**src/rtl/i2cm_pkg.sv**
```systemverilog
package i2cm_pkg;

	// bus sequencer phases
	typedef enum logic [4:0] {
		PH_IDLE       = 5'd0,
		PH_START_HOLD = 5'd1,
		PH_BIT_LOW    = 5'd2,
		PH_BIT_HIGH   = 5'd3,
		PH_ACK_LOW    = 5'd4,
		PH_ACK_HIGH   = 5'd5,
		PH_HS_A       = 5'd6,
		PH_HS_B       = 5'd7,
		PH_HS_C       = 5'd8,
		PH_HS_D       = 5'd9,
		PH_RD_LOW     = 5'd10,
		PH_RD_HIGH    = 5'd11,
		PH_RA_LOW     = 5'd12,
		PH_RA_HIGH    = 5'd13,
		PH_STOP_A     = 5'd14,
		PH_STOP_B     = 5'd15
	} phase_t;

	// command codes
	localparam logic [2:0] OP_TICK  = 3'd0;
	localparam logic [2:0] OP_START = 3'd1;
	localparam logic [2:0] OP_WRITE = 3'd2;
	localparam logic [2:0] OP_READ  = 3'd3;
	localparam logic [2:0] OP_STOP  = 3'd4;
	localparam logic [2:0] OP_HS    = 3'd5;

	localparam logic [15:0] HALF_PERIOD_RESET = 16'd10;
	localparam logic [3:0]  BITS_PER_BYTE     = 4'd8;

	// one result of the engine
	typedef struct packed {
		logic       scl;
		logic       sda;
		logic       busy;
		logic [7:0] rx_byte;
		logic       rx_valid;
		logic       ack;
	} res_t;

endpackage

```
**src/rtl/i2c_master_byte_engine.sv**
```systemverilog
// a result is on the output in the cycle after its tick is accepted
// throughput: one tick per cycle unless the output stalls (single registered
// state update); the output register is refilled in the cycle it is drained
// reset (arst_n low, asynchronous): bus idle, scl and sda released in the core
// (output payload not reset), no result pending, half_period back to 10
module i2c_master_byte_engine (
	input  logic        clk,
	input  logic        arst_n,
	input  logic        in_valid,
	output logic        in_ready,
	input  logic [2:0]  operation,
	input  logic [7:0]  tx_byte,
	input  logic        last_read,
	input  logic        sda_in,
	output logic        out_valid,
	input  logic        out_ready,
	output logic        scl_drive,
	output logic        sda_drive,
	output logic        busy_res,
	output logic [7:0]  rx_byte,
	output logic        rx_valid,
	output logic        ack_status,
	input  logic        cfg_valid,
	output logic        cfg_ready,
	input  logic [15:0] cfg_data
);

	logic [15:0]    half_period_q;
	logic           step_en;
	i2cm_pkg::res_t res_d;
	i2cm_pkg::res_t res_q;

	// configuration register, always writable
	assign cfg_ready = 1'b1;
	always_ff @(posedge clk or negedge arst_n) begin
		if (!arst_n) begin
			half_period_q <= i2cm_pkg::HALF_PERIOD_RESET;
		end else if (cfg_valid) begin
			half_period_q <= cfg_data;
		end
	end

	assign step_en = in_valid && in_ready;

	i2cm_core u_core (
		.clk         (clk),
		.arst_n      (arst_n),
		.step_en     (step_en),
		.operation   (operation),
		.tx_byte     (tx_byte),
		.last_read   (last_read),
		.sda_in      (sda_in),
		.half_period (half_period_q),
		.res         (res_d)
	);

	i2cm_out_reg u_out (
		.clk       (clk),
		.arst_n    (arst_n),
		.in_valid  (in_valid),
		.in_ready  (in_ready),
		.res_d     (res_d),
		.out_valid (out_valid),
		.out_ready (out_ready),
		.res_q     (res_q)
	);

	// result fields onto the ports
	assign scl_drive  = res_q.scl;
	assign sda_drive  = res_q.sda;
	assign busy_res   = res_q.busy;
	assign rx_byte    = res_q.rx_byte;
	assign rx_valid   = res_q.rx_valid;
	assign ack_status = res_q.ack;

endmodule

```
**src/rtl/i2cm_core.sv**
```systemverilog
module i2cm_core (
	input  logic              clk,
	input  logic              arst_n,
	input  logic              step_en,
	input  logic [2:0]        operation,
	input  logic [7:0]        tx_byte,
	input  logic              last_read,
	input  logic              sda_in,
	input  logic [15:0]       half_period,
	output i2cm_pkg::res_t    res
);

	i2cm_pkg::phase_t ph_q, ph_d;
	logic [3:0]  bc_q, bc_d;
	logic [16:0] dc_q, dc_d;
	logic [7:0]  sr_q, sr_d;
	logic        scl_q, scl_d;
	logic        sda_q, sda_d;
	logic        ack_q, ack_d;
	logic        last_q, last_d;
	logic [2:0]  cmd_q, cmd_d;
	logic [7:0]  rx_q, rx_d;
	logic        valid_d;
	logic [16:0] t_full;

	assign t_full = {1'b0, half_period};

	// state registers, advanced once per accepted tick
	always_ff @(posedge clk or negedge arst_n) begin
		if (!arst_n) begin
			ph_q   <= i2cm_pkg::PH_IDLE;
			bc_q   <= '0;
			dc_q   <= '0;
			sr_q   <= '0;
			scl_q  <= 1'b1;
			sda_q  <= 1'b1;
			ack_q  <= 1'b0;
			last_q <= 1'b0;
			cmd_q  <= i2cm_pkg::OP_TICK;
			rx_q   <= '0;
		end else if (step_en) begin
			ph_q   <= ph_d;
			bc_q   <= bc_d;
			dc_q   <= dc_d;
			sr_q   <= sr_d;
			scl_q  <= scl_d;
			sda_q  <= sda_d;
			ack_q  <= ack_d;
			last_q <= last_d;
			cmd_q  <= cmd_d;
			rx_q   <= rx_d;
		end
	end

	// next state: command issue, delay countdown or phase action
	always_comb begin
		ph_d    = ph_q;
		bc_d    = bc_q;
		dc_d    = dc_q;
		sr_d    = sr_q;
		scl_d   = scl_q;
		sda_d   = sda_q;
		ack_d   = ack_q;
		last_d  = last_q;
		cmd_d   = cmd_q;
		rx_d    = rx_q;
		valid_d = 1'b0;
		if (ph_q == i2cm_pkg::PH_IDLE) begin
			// new command only from the idle phase
			if (operation == i2cm_pkg::OP_START || operation == i2cm_pkg::OP_HS) begin
				cmd_d = operation;
				bc_d  = '0;
				sr_d  = tx_byte;
				sda_d = 1'b0;
				dc_d  = t_full;
				ph_d  = i2cm_pkg::PH_START_HOLD;
			end else if (operation == i2cm_pkg::OP_WRITE) begin
				cmd_d = operation;
				bc_d  = '0;
				sr_d  = tx_byte;
				sda_d = tx_byte[7];
				dc_d  = t_full;
				ph_d  = i2cm_pkg::PH_BIT_LOW;
			end else if (operation == i2cm_pkg::OP_READ) begin
				cmd_d  = operation;
				bc_d   = '0;
				sr_d   = '0;
				last_d = last_read;
				dc_d   = t_full;
				ph_d   = i2cm_pkg::PH_RD_LOW;
			end else if (operation == i2cm_pkg::OP_STOP) begin
				cmd_d = operation;
				bc_d  = '0;
				sda_d = 1'b0;
				dc_d  = t_full + 17'd1;
				ph_d  = i2cm_pkg::PH_STOP_A;
			end
		end else if (dc_q != '0) begin
			dc_d = dc_q - 17'd1;
		end else begin
			case (ph_q)
				i2cm_pkg::PH_START_HOLD: begin
					scl_d = 1'b0;
					sda_d = sr_q[7];
					dc_d  = t_full;
					ph_d  = i2cm_pkg::PH_BIT_LOW;
				end
				i2cm_pkg::PH_BIT_LOW: begin
					scl_d = 1'b1;
					dc_d  = t_full;
					ph_d  = i2cm_pkg::PH_BIT_HIGH;
				end
				i2cm_pkg::PH_BIT_HIGH: begin
					scl_d = 1'b0;
					sr_d  = {sr_q[6:0], 1'b0};
					bc_d  = bc_q + 4'd1;
					if (bc_d < i2cm_pkg::BITS_PER_BYTE) begin
						sda_d = sr_d[7];
						dc_d  = t_full;
						ph_d  = i2cm_pkg::PH_BIT_LOW;
					end else if (cmd_q == i2cm_pkg::OP_HS) begin
						dc_d = t_full;
						ph_d = i2cm_pkg::PH_HS_A;
					end else begin
						// release sda for the ack clock, margin wait
						sda_d = 1'b1;
						dc_d  = t_full + 17'd1;
						ph_d  = i2cm_pkg::PH_ACK_LOW;
					end
				end
				i2cm_pkg::PH_ACK_LOW: begin
					scl_d = 1'b1;
					dc_d  = t_full;
					ph_d  = i2cm_pkg::PH_ACK_HIGH;
				end
				i2cm_pkg::PH_ACK_HIGH: begin
					if (cmd_q == i2cm_pkg::OP_START) begin
						ack_d = sda_in;
					end
					scl_d = 1'b0;
					dc_d  = '0;
					ph_d  = i2cm_pkg::PH_IDLE;
				end
				i2cm_pkg::PH_HS_A: begin
					sda_d = 1'b1;
					dc_d  = t_full;
					ph_d  = i2cm_pkg::PH_HS_B;
				end
				i2cm_pkg::PH_HS_B: begin
					scl_d = 1'b1;
					dc_d  = t_full;
					ph_d  = i2cm_pkg::PH_HS_C;
				end
				i2cm_pkg::PH_HS_C: begin
					scl_d = 1'b0;
					dc_d  = t_full + t_full;
					ph_d  = i2cm_pkg::PH_HS_D;
				end
				i2cm_pkg::PH_HS_D: begin
					scl_d = 1'b1;
					dc_d  = t_full;
					ph_d  = i2cm_pkg::PH_STOP_B;
				end
				i2cm_pkg::PH_RD_LOW: begin
					scl_d = 1'b1;
					dc_d  = t_full;
					ph_d  = i2cm_pkg::PH_RD_HIGH;
				end
				i2cm_pkg::PH_RD_HIGH: begin
					// sample on the falling scl edge
					sr_d  = {sr_q[6:0], sda_in};
					scl_d = 1'b0;
					bc_d  = bc_q + 4'd1;
					if (bc_d < i2cm_pkg::BITS_PER_BYTE) begin
						dc_d = t_full + 17'd1;
						ph_d = i2cm_pkg::PH_RD_LOW;
					end else begin
						rx_d    = sr_d;
						valid_d = 1'b1;
						if (!last_q) begin
							sda_d = 1'b0;
						end
						dc_d = t_full;
						ph_d = i2cm_pkg::PH_RA_LOW;
					end
				end
				i2cm_pkg::PH_RA_LOW: begin
					scl_d = 1'b1;
					dc_d  = t_full;
					ph_d  = i2cm_pkg::PH_RA_HIGH;
				end
				i2cm_pkg::PH_RA_HIGH: begin
					scl_d = 1'b0;
					if (!last_q) begin
						sda_d = 1'b1;
					end
					dc_d = '0;
					ph_d = i2cm_pkg::PH_IDLE;
				end
				i2cm_pkg::PH_STOP_A: begin
					scl_d = 1'b1;
					dc_d  = t_full;
					ph_d  = i2cm_pkg::PH_STOP_B;
				end
				i2cm_pkg::PH_STOP_B: begin
					sda_d = 1'b1;
					dc_d  = '0;
					ph_d  = i2cm_pkg::PH_IDLE;
				end
				default: begin
					dc_d = '0;
					ph_d = i2cm_pkg::PH_IDLE;
				end
			endcase
		end
	end

	// result of this tick, taken from the next state
	always_comb begin
		res.scl      = scl_d;
		res.sda      = sda_d;
		res.busy     = (ph_d != i2cm_pkg::PH_IDLE);
		res.rx_byte  = rx_d;
		res.rx_valid = valid_d;
		res.ack      = ack_d;
	end

endmodule

```
**src/rtl/i2cm_out_reg.sv**
```systemverilog
module i2cm_out_reg (
	input  logic           clk,
	input  logic           arst_n,
	input  logic           in_valid,
	output logic           in_ready,
	input  i2cm_pkg::res_t res_d,
	output logic           out_valid,
	input  logic           out_ready,
	output i2cm_pkg::res_t res_q
);

	logic valid_q;

	// slot is free when empty or drained this cycle
	assign in_ready  = !valid_q || out_ready;
	assign out_valid = valid_q;

	// valid flag
	always_ff @(posedge clk or negedge arst_n) begin
		if (!arst_n) begin
			valid_q <= 1'b0;
		end else if (in_ready) begin
			valid_q <= in_valid;
		end
	end

	// payload
	always_ff @(posedge clk) begin
		if (in_valid && in_ready) begin
			res_q <= res_d;
		end
	end

endmodule

```
**config.mk**
```make
export PLATFORM = sky130hd
export DESIGN_NAME = i2c_master_byte_engine
export DESIGN_NICKNAME = d
export VERILOG_FILES = /design/src/rtl/i2cm_pkg.sv /design/src/rtl/i2c_master_byte_engine.sv /design/src/rtl/i2cm_core.sv /design/src/rtl/i2cm_out_reg.sv
export SDC_FILE = /design/constraint.sdc
export NUM_CORES = 1
export LEC_CHECK = 0
export ABC_CLOCK_PERIOD_IN_PS = 4850
export BUFFER_PORTS_ARGS = -buffer_cell sky130_fd_sc_hd__clkbuf_2
export CAP_MARGIN = 20
export CORE_MARGIN = 3
export CORE_UTILIZATION = 65
export DETAILED_ROUTE_END_ITERATION = 12
export PLACE_DENSITY = 0.85
export SYNTH_ARGS = -nofsm -noshare
export SYNTH_HDL_FRONTEND = slang
export SYNTH_SLANG_ARGS = --single-unit
```
**constraint.sdc**
```tcl
create_clock -name clk -period 4.85 [get_ports clk]
set_clock_uncertainty 0.15 [all_clocks]
set_input_delay 0.97 -clock clk [delete_from_list [all_inputs] [get_ports clk]]
set_output_delay 0.97 -clock clk [all_outputs]
set_load 0.005 [all_outputs]
```
Word-level counts from Yosys, hierarchy flattened
Index checks and enable logic that the tools add are counted.
{"block": "classes", "mux": 61, "n_mul": 0, "reduce_logical": 22, "add_sub_neg": 4, "eq_ne": 25, "order_cmp": 1, "bitwise_logic": 3, "div_mod_pow": 0, "n_shift": 0}
{"op": "two-way mux 17 bit", "count": 9}
{"op": "two-way mux 8 bit", "count": 9}
{"op": "one-hot mux 17 bit (4 select lines)", "count": 1}
{"op": "one-hot mux 5 bit (11 select lines)", "count": 1}
{"op": "equality test 5 x 4 -> 1 bit, second input constant", "count": 8}
{"op": "two-way mux 5 bit", "count": 7}
{"op": "two-way mux 4 bit", "count": 7}
{"op": "equality test 5 x 3 -> 1 bit, second input constant", "count": 4}
{"op": "two-way mux 1 bit", "count": 18}
{"op": "adder 16 x 1 -> 17 bit, second input constant", "count": 1}
{"op": "adder 16 x 16 -> 17 bit", "count": 1}
{"op": "nonzero test 17 bit", "count": 1}
{"op": "subtractor 17 x 1 -> 17 bit, second input constant", "count": 1}
{"op": "one-hot mux 8 bit (2 select lines)", "count": 1}
{"op": "two-way mux 3 bit", "count": 5}
{"op": "equality test 5 x 2 -> 1 bit, second input constant", "count": 2}
{"op": "equality test 3 bit, second input constant", "count": 3}
{"op": "OR reduction 9 bit", "count": 1}
{"op": "AND reduction 4 bit", "count": 2}
{"op": "OR reduction 7 bit", "count": 1}
{"op": "equality test 3 x 1 -> 1 bit, second input constant", "count": 2}
{"op": "equality test 3 x 2 -> 1 bit, second input constant", "count": 2}
{"op": "OR reduction 2 bit", "count": 3}
{"op": "OR reduction 6 bit", "count": 1}
{"op": "22 further kinds", "count": 25}
{"block": "totals", "reg_bits": 79, "latchBits": 0, "mem_bits_ro": 0, "wordCells": 134, "inputBits": 34, "memories": 0, "ramBits": 0}

Longest topological paths before layout
Gate-level depths: netlist (run 1).
{"block": "depth", "ltp_word": 7, "depth_mapped": 10, "mapped_depth_nobuf": 8}

Hierarchy
Synthesis (run 1) repeated with hierarchy kept, for this count alone.
{"block": "unflattened", "cells_unflattened": 581, "hier_area_um2": 5340.1}
{"module": "i2cm_core", "instances": 1, "area_each_um2": 4226.6, "cells_each": 527}
{"module": "i2c_master_byte_engine", "instances": 1, "area_each_um2": 669.4, "cells_each": 37}
{"module": "i2cm_out_reg", "instances": 1, "area_each_um2": 444.2, "cells_each": 17}

Least setup slack after synthesis (run 1)
Ideal clock, no wire load.
{"block": "synth_timing", "path_type": "input to register", "start": "in operation[0]", "end": "reg u_core.dc_q[9]", "required_ps": 4624, "stages": 7, "arrival_time_ps": 2394, "path_slack_ps": 2230, "path_cell_list": "clkbuf_1 > or2_2 > a2111oi_1 > xnor2_1 > a221oi_1 > o21ai_0 > o21ai_1"}
{"block": "synth_via", "elab_chain_len": 5}
{"item": "from (decl)", "line": "i2c_master_byte_engine.sv:11", "text": "input logic [2:0] operation,"}
{"item": "equality test 3 x 2 -> 1 bit", "line": "i2cm_core.sv:84", "text": "end else if (operation == i2cm_pkg::OP_READ) begin"}
{"item": "two-way mux 17 bit", "line": "i2cm_core.sv:84"}
{"item": "two-way mux 17 bit", "line": "i2cm_core.sv:77", "text": "end else if (operation == i2cm_pkg::OP_WRITE) begin"}
{"item": "two-way mux 17 bit", "line": "i2cm_core.sv:70", "text": "if (operation == i2cm_pkg::OP_START || operation == i2cm_pkg::OP_HS) begin"}
{"item": "two-way mux 17 bit", "line": "i2cm_core.sv:68", "text": "if (ph_q == i2cm_pkg::PH_IDLE) begin"}
{"item": "to (signal assigned)", "line": "i2cm_core.sv:33", "text": "dc_q <= '0;"}
{"item": "to (signal assigned)", "line": "i2cm_core.sv:44", "text": "dc_q <= dc_d;"}
{"item": "to (decl)", "line": "i2cm_core.sv:15", "text": "logic [16:0] dc_q, dc_d;"}
Parallel ways exist; a longest one is shown, timed or not.
A chain may end at the register's enable or synchronous reset.

Worst setup path in the final report (run 1)
{"block": "layout_timing", "start": "reg u_core.ph_q[1]", "end": "reg u_core.dc_q[4]"}
{"block": "layout_via", "elab_chain_len": 5}
{"item": "from (decl)", "line": "i2cm_core.sv:13", "text": "i2cm_pkg::phase_t ph_q, ph_d;"}
{"item": "from (signal assigned)", "line": "i2cm_core.sv:31", "text": "ph_q <= i2cm_pkg::PH_IDLE;"}
{"item": "from (signal assigned)", "line": "i2cm_core.sv:42", "text": "ph_q <= ph_d;"}
{"item": "equality test 5 x 1 -> 1 bit, or another cell as far along", "line": "i2cm_core.sv:101", "text": "case (ph_q)"}
{"item": "OR reduction 9 bit (no line)"}
{"item": "one-hot mux 17 bit (4 select lines)", "line": "i2cm_core.sv:101"}
{"item": "two-way mux 17 bit", "line": "i2cm_core.sv:98", "text": "end else if (dc_q != '0) begin"}
{"item": "two-way mux 17 bit", "line": "i2cm_core.sv:68"}
Parallel ways exist; a longest one is shown, timed or not.

==> run metrics, run 1 <==
status complete, no violations; FFs w/ async S/R, synth 83.5%; number of antenna violations at the first check in global routing 0; Row Count 32; commonest non-fill, non-tap cells in the layout 62 x sky130_fd_sc_hd__nand2_1, 62 x sky130_fd_sc_hd__dfrtp_1, 54 x sky130_fd_sc_hd__nor2_1, 47 x sky130_fd_sc_hd__clkbuf_2, 43 x sky130_fd_sc_hd__a21oi_1; Post-synth EDFFs 13; via count 5050; Critical Path Fanout Max 26; buffers inserted during post-CTS setup optimization 0; longest individual stage delay on the worst path 0.86 ns; classification of the worst-slack hold path flop to flop; TritonCTS clock tree yes; via count of the first global-routing pass 4839; required arrival time at the worst endpoint 4.97 ns; Unique masters post-synth 81; post-detailed-placement half-perimeter wirelength 10.3 mm; layout overhead on the synthesized area 7.35%; Max Transition Viols Final 0; Critical Path Start Type flop; number of sinks handled by clock tree synthesis 79; clk_lat worst skew 0.36 ns; total nets after synthesis 652; post-synthesis sequential area ratio 37.6%; Top FF cell, synth sky130_fd_sc_hd__dfrtp_1; number of remaining DRC errors 0; WHS 0.355 ns; die area 9510 um2; average wire per cell in the routed design 19.7 um; register clock-pin slew on the reported worst setup and hold paths 0.09 ns; worst path cell trace nor3_1, and2_1, a21oi_1, buf_4, nand2_1, o22ai_1, a211oi_1; quantity of hold-fixing buffers added after cts 0; standard cell with the maximum stage delay on the critical path sky130_fd_sc_hd__and2_1; clock period minus worst slack 3.28 ns; Cells after Synth 615; type of the worst setup path flop to flop; Resized Gates After CTS 0; number of port buffers 48; Worst Max-Slew Pin Slew 1.00 ns; utilization of the core after routing 73.7%; power density of the placed cells 408 nW/um2; mean cell area of the mapped netlist 8.85 um2; Static Leak 2.27 nW; I/O pin count 50; area of the core region 7930 um2; global routing usage summed across all routing layers 31.1%; DRT iter0 DRCs 561; final sum of negative setup slack 0 ns; crit end category flop; pin count of the biggest net entering global routing 41; Buf+Inv Stages, Crit Path 1; Worst EP arrival 3.40 ns; total CTS buffers 9; Cell Area, Synth 5440 um2; CTS root buf sky130_fd_sc_hd__clkbuf_8; setup-violating endpoint count in the final report 0; Final Worst Setup Slack 1.57 ns; number of fill cells 612; Placer Congestion 0.927; max-capacitance violation count 0; GR Overflow Total 0; Final Net Count 670; max_slew headroom 33.3%; maximum number of buffers from clock root to sink 2; portion of the clock cycle consumed by the worst path in the final layout 67.6%; final number of hold-violating endpoints 0; die outline width 97.5 um; remaining antenna violation count 0; setup repair after global routing missed its margin no; Worst Setup Slack post-DPL 1.65 ns; vias per std cell 6.82; Routed WL 14.5 mm; worst-case vdd ir drop 0.000220 V; count of TritonRoute iterations in the first routing pass 9; maximum clock rate 305 MHz; starting density of the core 68.7%; synthesis warning total 0; Antenna diodes 0; crit-path leading delay family simple AND/OR/NAND/NOR gates; die height 97.5 um; first-pass GRT wire length 23.9 mm; CTS HTree Levels 3; fraction of final layout cells sized beyond drive strength 1 20.5%; post-synthesis register bit count 79
layer usage:
layer | global-route usage [%] | vias up | routed length [um]
met5 | 0 | - | 0
met4 | 15.7 | 0 | 610
met3 | 5.74 | 60 | 1370
met2 | 50.6 | 348 | 6810
met1 | 39.6 | 2338 | 5760
li1 | - | 2304 | -
cells in the mapped netlist, types with 3 or more instances:
master,n,area [um2]
sky130_fd_sc_hd__nand2b_1,8,50.1
sky130_fd_sc_hd__or3_1,6,37.5
sky130_fd_sc_hd__dfstp_2,4,105
sky130_fd_sc_hd__or2_2,4,25.0
sky130_fd_sc_hd__and2_1,4,25.0
sky130_fd_sc_hd__a22oi_1,8,60.1
sky130_fd_sc_hd__and3_1,5,31.3
sky130_fd_sc_hd__nor2_4,3,33.8
sky130_fd_sc_hd__nor4_1,7,43.8
sky130_fd_sc_hd__ha_1,3,37.5
sky130_fd_sc_hd__buf_2,15,75.1
sky130_fd_sc_hd__mux2_4,8,120
sky130_fd_sc_hd__nor3_2,3,30.0
sky130_fd_sc_hd__o21a_1,3,22.5
sky130_fd_sc_hd__buf_1,3,11.3
sky130_fd_sc_hd__dfrtp_1,62,1550
sky130_fd_sc_hd__nand2_1,62,233
sky130_fd_sc_hd__nand3_1,19,95.1
sky130_fd_sc_hd__a221oi_1,5,43.8
sky130_fd_sc_hd__o31ai_1,5,37.5
sky130_fd_sc_hd__nand4_1,8,50.1
sky130_fd_sc_hd__o21ai_0,36,180
sky130_fd_sc_hd__a31oi_1,6,37.5
sky130_fd_sc_hd__mux2_2,23,259
sky130_fd_sc_hd__inv_1,9,33.8
sky130_fd_sc_hd__nor3b_1,4,30.0
sky130_fd_sc_hd__edfxtp_1,13,390
sky130_fd_sc_hd__o22ai_1,13,81.3
sky130_fd_sc_hd__nor3_1,17,85.1
sky130_fd_sc_hd__nor2b_1,5,31.3
sky130_fd_sc_hd__a211oi_1,6,45.0
sky130_fd_sc_hd__nand3b_1,3,22.5
sky130_fd_sc_hd__clkbuf_1,23,86.3
sky130_fd_sc_hd__xnor2_1,13,114
sky130_fd_sc_hd__a21o_1,3,22.5
sky130_fd_sc_hd__o211ai_1,16,120
sky130_fd_sc_hd__mux2_1,3,33.8
sky130_fd_sc_hd__a21oi_1,43,215
sky130_fd_sc_hd__nor2_1,54,203
sky130_fd_sc_hd__o21ai_1,6,30.0
sky130_fd_sc_hd__or4b_1,3,30.0
sky130_fd_sc_hd__o21ai_2,4,35.0
sky130_fd_sc_hd__xor2_1,17,149
registers in the layout, indices dropped and copies added (netlist names):
name	count
half_period_q	16
u_core.ack_q	1
u_core.bc_q	4
u_core.cmd_q	3
u_core.dc_q	17
u_core.last_q	1
u_core.ph_q	5
u_core.rx_q	8
u_core.scl_q	1
u_core.sda_q	1
u_core.sr_q	8
u_out.out_valid	1
u_out.res_q	13
layout make-up:
| class | instances | area [um2] | share of cell area, % |
|---|---|---|---|
| multi-input cells | 482 | 3160 | 54.1 |
| flip-flops and latches | 79 | 2050 | 35.0 |
| repair buffers | 51 | 263 | 4.50 |
| well taps | 102 | 128 | 2.18 |
| clock buffers | 9 | 124 | 2.12 |
| clock inverters | 7 | 85.1 | 1.46 |
| inverters | 10 | 37.5 | 0.642 |
worst paths after layout:
path	cells after the start	slack, ns	endpoint	from
worst max-delay path	7	1.57	u_core.dc_q[4]$_DFFE_PN0P_	u_core.ph_q[1]$_DFFE_PN0P_
worst min-delay path	1	0.36	u_core.rx_q[7]$_DFFE_PN0P_	u_core.rx_q[7]$_DFFE_PN0P_
worst max register to register	7	1.57	u_core.dc_q[4]$_DFFE_PN0P_	u_core.ph_q[1]$_DFFE_PN0P_
worst min register to register	1	0.36	u_core.rx_q[7]$_DFFE_PN0P_	u_core.rx_q[7]$_DFFE_PN0P_
max in group asynchronous	2	3.03	half_period_q[3]$_DFFE_PN1P_	arst_n
min in group asynchronous	1	0.59	u_core.sr_q[5]$_DFFE_PN0P_	arst_n
stage by stage:
| step | total power [mW] | cells | area, um2 |
|---|---|---|---|
| 6_report | 2.39 | 740 | 5840 |
| 5_1_grt | 2.53 | 740 | 5840 |
| 4_1_cts | 2.36 | 740 | 5840 |
| 3_5_place_dp | 1.84 | 724 | 5640 |
| 3_3_place_gp | 1.80 | 724 | 5640 |
| 2_1_floorplan | 1.63 | 615 | 5440 |
cells by family after synthesis:
logic type	share of synthesized area, %
xor+xnor	4.83
simple gates	22.7
compound gates	21.4
flops	37.6
other cells	0.0689
mux	8.37
fa+ha+maj	0.690
buf+inv	4.34
report_power, final:
part / internal (mW) / switching [mW]
Clock: 0.249 / 0.276
Combinational: 0.333 / 0.476
Sequential: 0.815 / 0.238
Note: power is estimated with default switching activity, not from simulation.
==> inputs of run 2 (changes only) <==
Settings changed: ABC_CLOCK_PERIOD_IN_PS 4850 to 3400, CORE_UTILIZATION 65 to 60, PLACE_DENSITY 0.85 to 0.79.
Clock period 4.85 ns to 3.4 ns, I/O delays scaled along.
==> run metrics, run 2 (same netlist as run 1, synthesis figures left out) <==
Worst Max-Slew Pin Slew 0.862 ns; total CTS buffers 9; max-capacitance violation count 0; standard cell with the maximum stage delay on the critical path sky130_fd_sc_hd__dfrtp_1; Post-DP Area 5730 um2; final cell count without fillers 758; maximum number of buffers from clock root to sink 2; number of remaining DRC errors 0; count of TritonRoute iterations in the first routing pass 6; area taken by flip-flops and latches 2050 um2; Worst EP arrival 2.97 ns; via count of the first global-routing pass 4701; GR Overflow Total 0; maximum clock rate 348 MHz; fraction of final layout cells sized beyond drive strength 1 22.0%; Buf+Inv Stages, Crit Path 0; worst path cell trace nor3_1, and2_1, nor2_1, nand2_1, nor2_4, mux2_1; clk_lat worst skew 0.38 ns; Worst Setup Slack post-DPL 0.618 ns; layout overhead on the synthesized area 8.73%; global routing usage summed across all routing layers 29.2%; Final Net Count 682; setup repair after global routing missed its margin no; Row Count 34; die outline width 101 um; average wire per cell in the routed design 19.6 um; portion of the clock cycle consumed by the worst path in the final layout 84.5%; Regs by FF count u_core.dc_q (17), half_period_q (16), u_out.res_q (13); commonest non-fill, non-tap cells in the layout 62 x sky130_fd_sc_hd__nand2_1, 62 x sky130_fd_sc_hd__dfrtp_1, 54 x sky130_fd_sc_hd__nor2_1, 47 x sky130_fd_sc_hd__clkbuf_2, 43 x sky130_fd_sc_hd__a21oi_1; WHS 0.341 ns; remaining antenna violation count 0; TritonCTS clock tree yes; crit-path leading delay family simple AND/OR/NAND/NOR gates; Placer Congestion 0.972; number of fill cells 720; setup-violating endpoint count in the final report 0; starting density of the core 62.1%; longest individual stage delay on the worst path 0.69 ns; Antenna diodes 0; quantity of hold-fixing buffers added after cts 0; required arrival time at the worst endpoint 3.50 ns; number of sinks handled by clock tree synthesis 79; register clock-pin slew on the reported worst setup and hold paths 0.09 ns; Final Worst Setup Slack 0.527 ns; status complete, no violations; Static Leak 2.31 nW; sum of internal, switching and leakage power 3.38 mW; CTS root buf sky130_fd_sc_hd__clkbuf_8; CTS HTree Levels 3; Resized Gates After CTS 0; area of the multi-input gates 3160 um2; die height 101 um; Critical Path Start Type flop; Critical Path Fanout Max 14; DRT iter0 DRCs 406; post-detailed-placement half-perimeter wirelength 10.8 mm; via count 5027; count of placed standard cells including taps 742; number of port buffers 48; register containing the most flip-flops in the final layout u_core.dc_q; utilization of the core after routing 67.5%; max reg flops 17; classification of the worst-slack hold path primary input to asynchronous set/reset pin; Routed WL 14.8 mm; first-pass GRT wire length 23.6 mm; power density of the placed cells 572 nW/um2; worst-case vdd ir drop 0.000292 V; type of the worst setup path flop to flop; clock period minus worst slack 2.87 ns; vias per std cell 6.63; pin count of the biggest net entering global routing 67; number of antenna violations at the first check in global routing 0; max_slew headroom 42.5%; final sum of negative setup slack 0 ns; Max Transition Viols Final 0; post-route design area 5920 um2; buffers inserted during post-CTS setup optimization 0; die area 10300 um2; final number of hold-violating endpoints 0; area of the core region 8760 um2; I/O pin count 50; crit end category flop
==> run 2: cell types whose count changed in the layout (fill, tap and decap cells not counted), sizes merged <==
cell      delta
clkinvlp     +1
buf         +12
bufinv       -1
==> run 2: worst paths after layout <==
check                                           start                          to  slack, ns  cells after the start
min reg2reg                u_core.rx_q[7]$_DFFE_PN0P_  u_core.rx_q[7]$_DFFE_PN0P_       0.35                      1
max reg2reg                u_core.ph_q[4]$_DFFE_PN0P_  u_core.rx_q[5]$_DFFE_PN0P_       0.53                      6
max                        u_core.ph_q[4]$_DFFE_PN0P_  u_core.rx_q[5]$_DFFE_PN0P_       0.53                      6
min                                            arst_n  u_core.bc_q[0]$_DFFE_PN0P_       0.34                      2
min in group clk           u_core.rx_q[7]$_DFFE_PN0P_  u_core.rx_q[7]$_DFFE_PN0P_       0.35                      1
max in group asynchronous                      arst_n  u_core.sr_q[4]$_DFFE_PN0P_       2.18                      2
==> run 2: layout make-up <==
class / instances / area share, %
Clock buffer: 9 / 2.09
Clock inverter: 7 / 1.06
Inverter: 10 / 0.634
Multi-Input combinational cell: 482 / 53.4
Sequential cell: 79 / 34.6
Tap cell: 108 / 2.28
Timing Repair Buffer: 63 / 5.96
==> run 2: metal layers <==
layer  track usage (%)  vias to the layer above  wire length, um
met5                 0                        -                0
met4              14.2                        0              491
met3              3.93                       46             1160
met2              48.4                      293             7230
met1              37.6                     2353             5950
li1                  -                     2335                -
==> run 2: power by group <==
group          switching [mW]  internal (mW)  leakage (nW)  total (mW)
clock network           0.405          0.280        0.0863       0.685
registers               0.317           1.16         0.919        1.48
logic                   0.704          0.514          1.31        1.22
total                    1.43           1.96          2.31        3.38
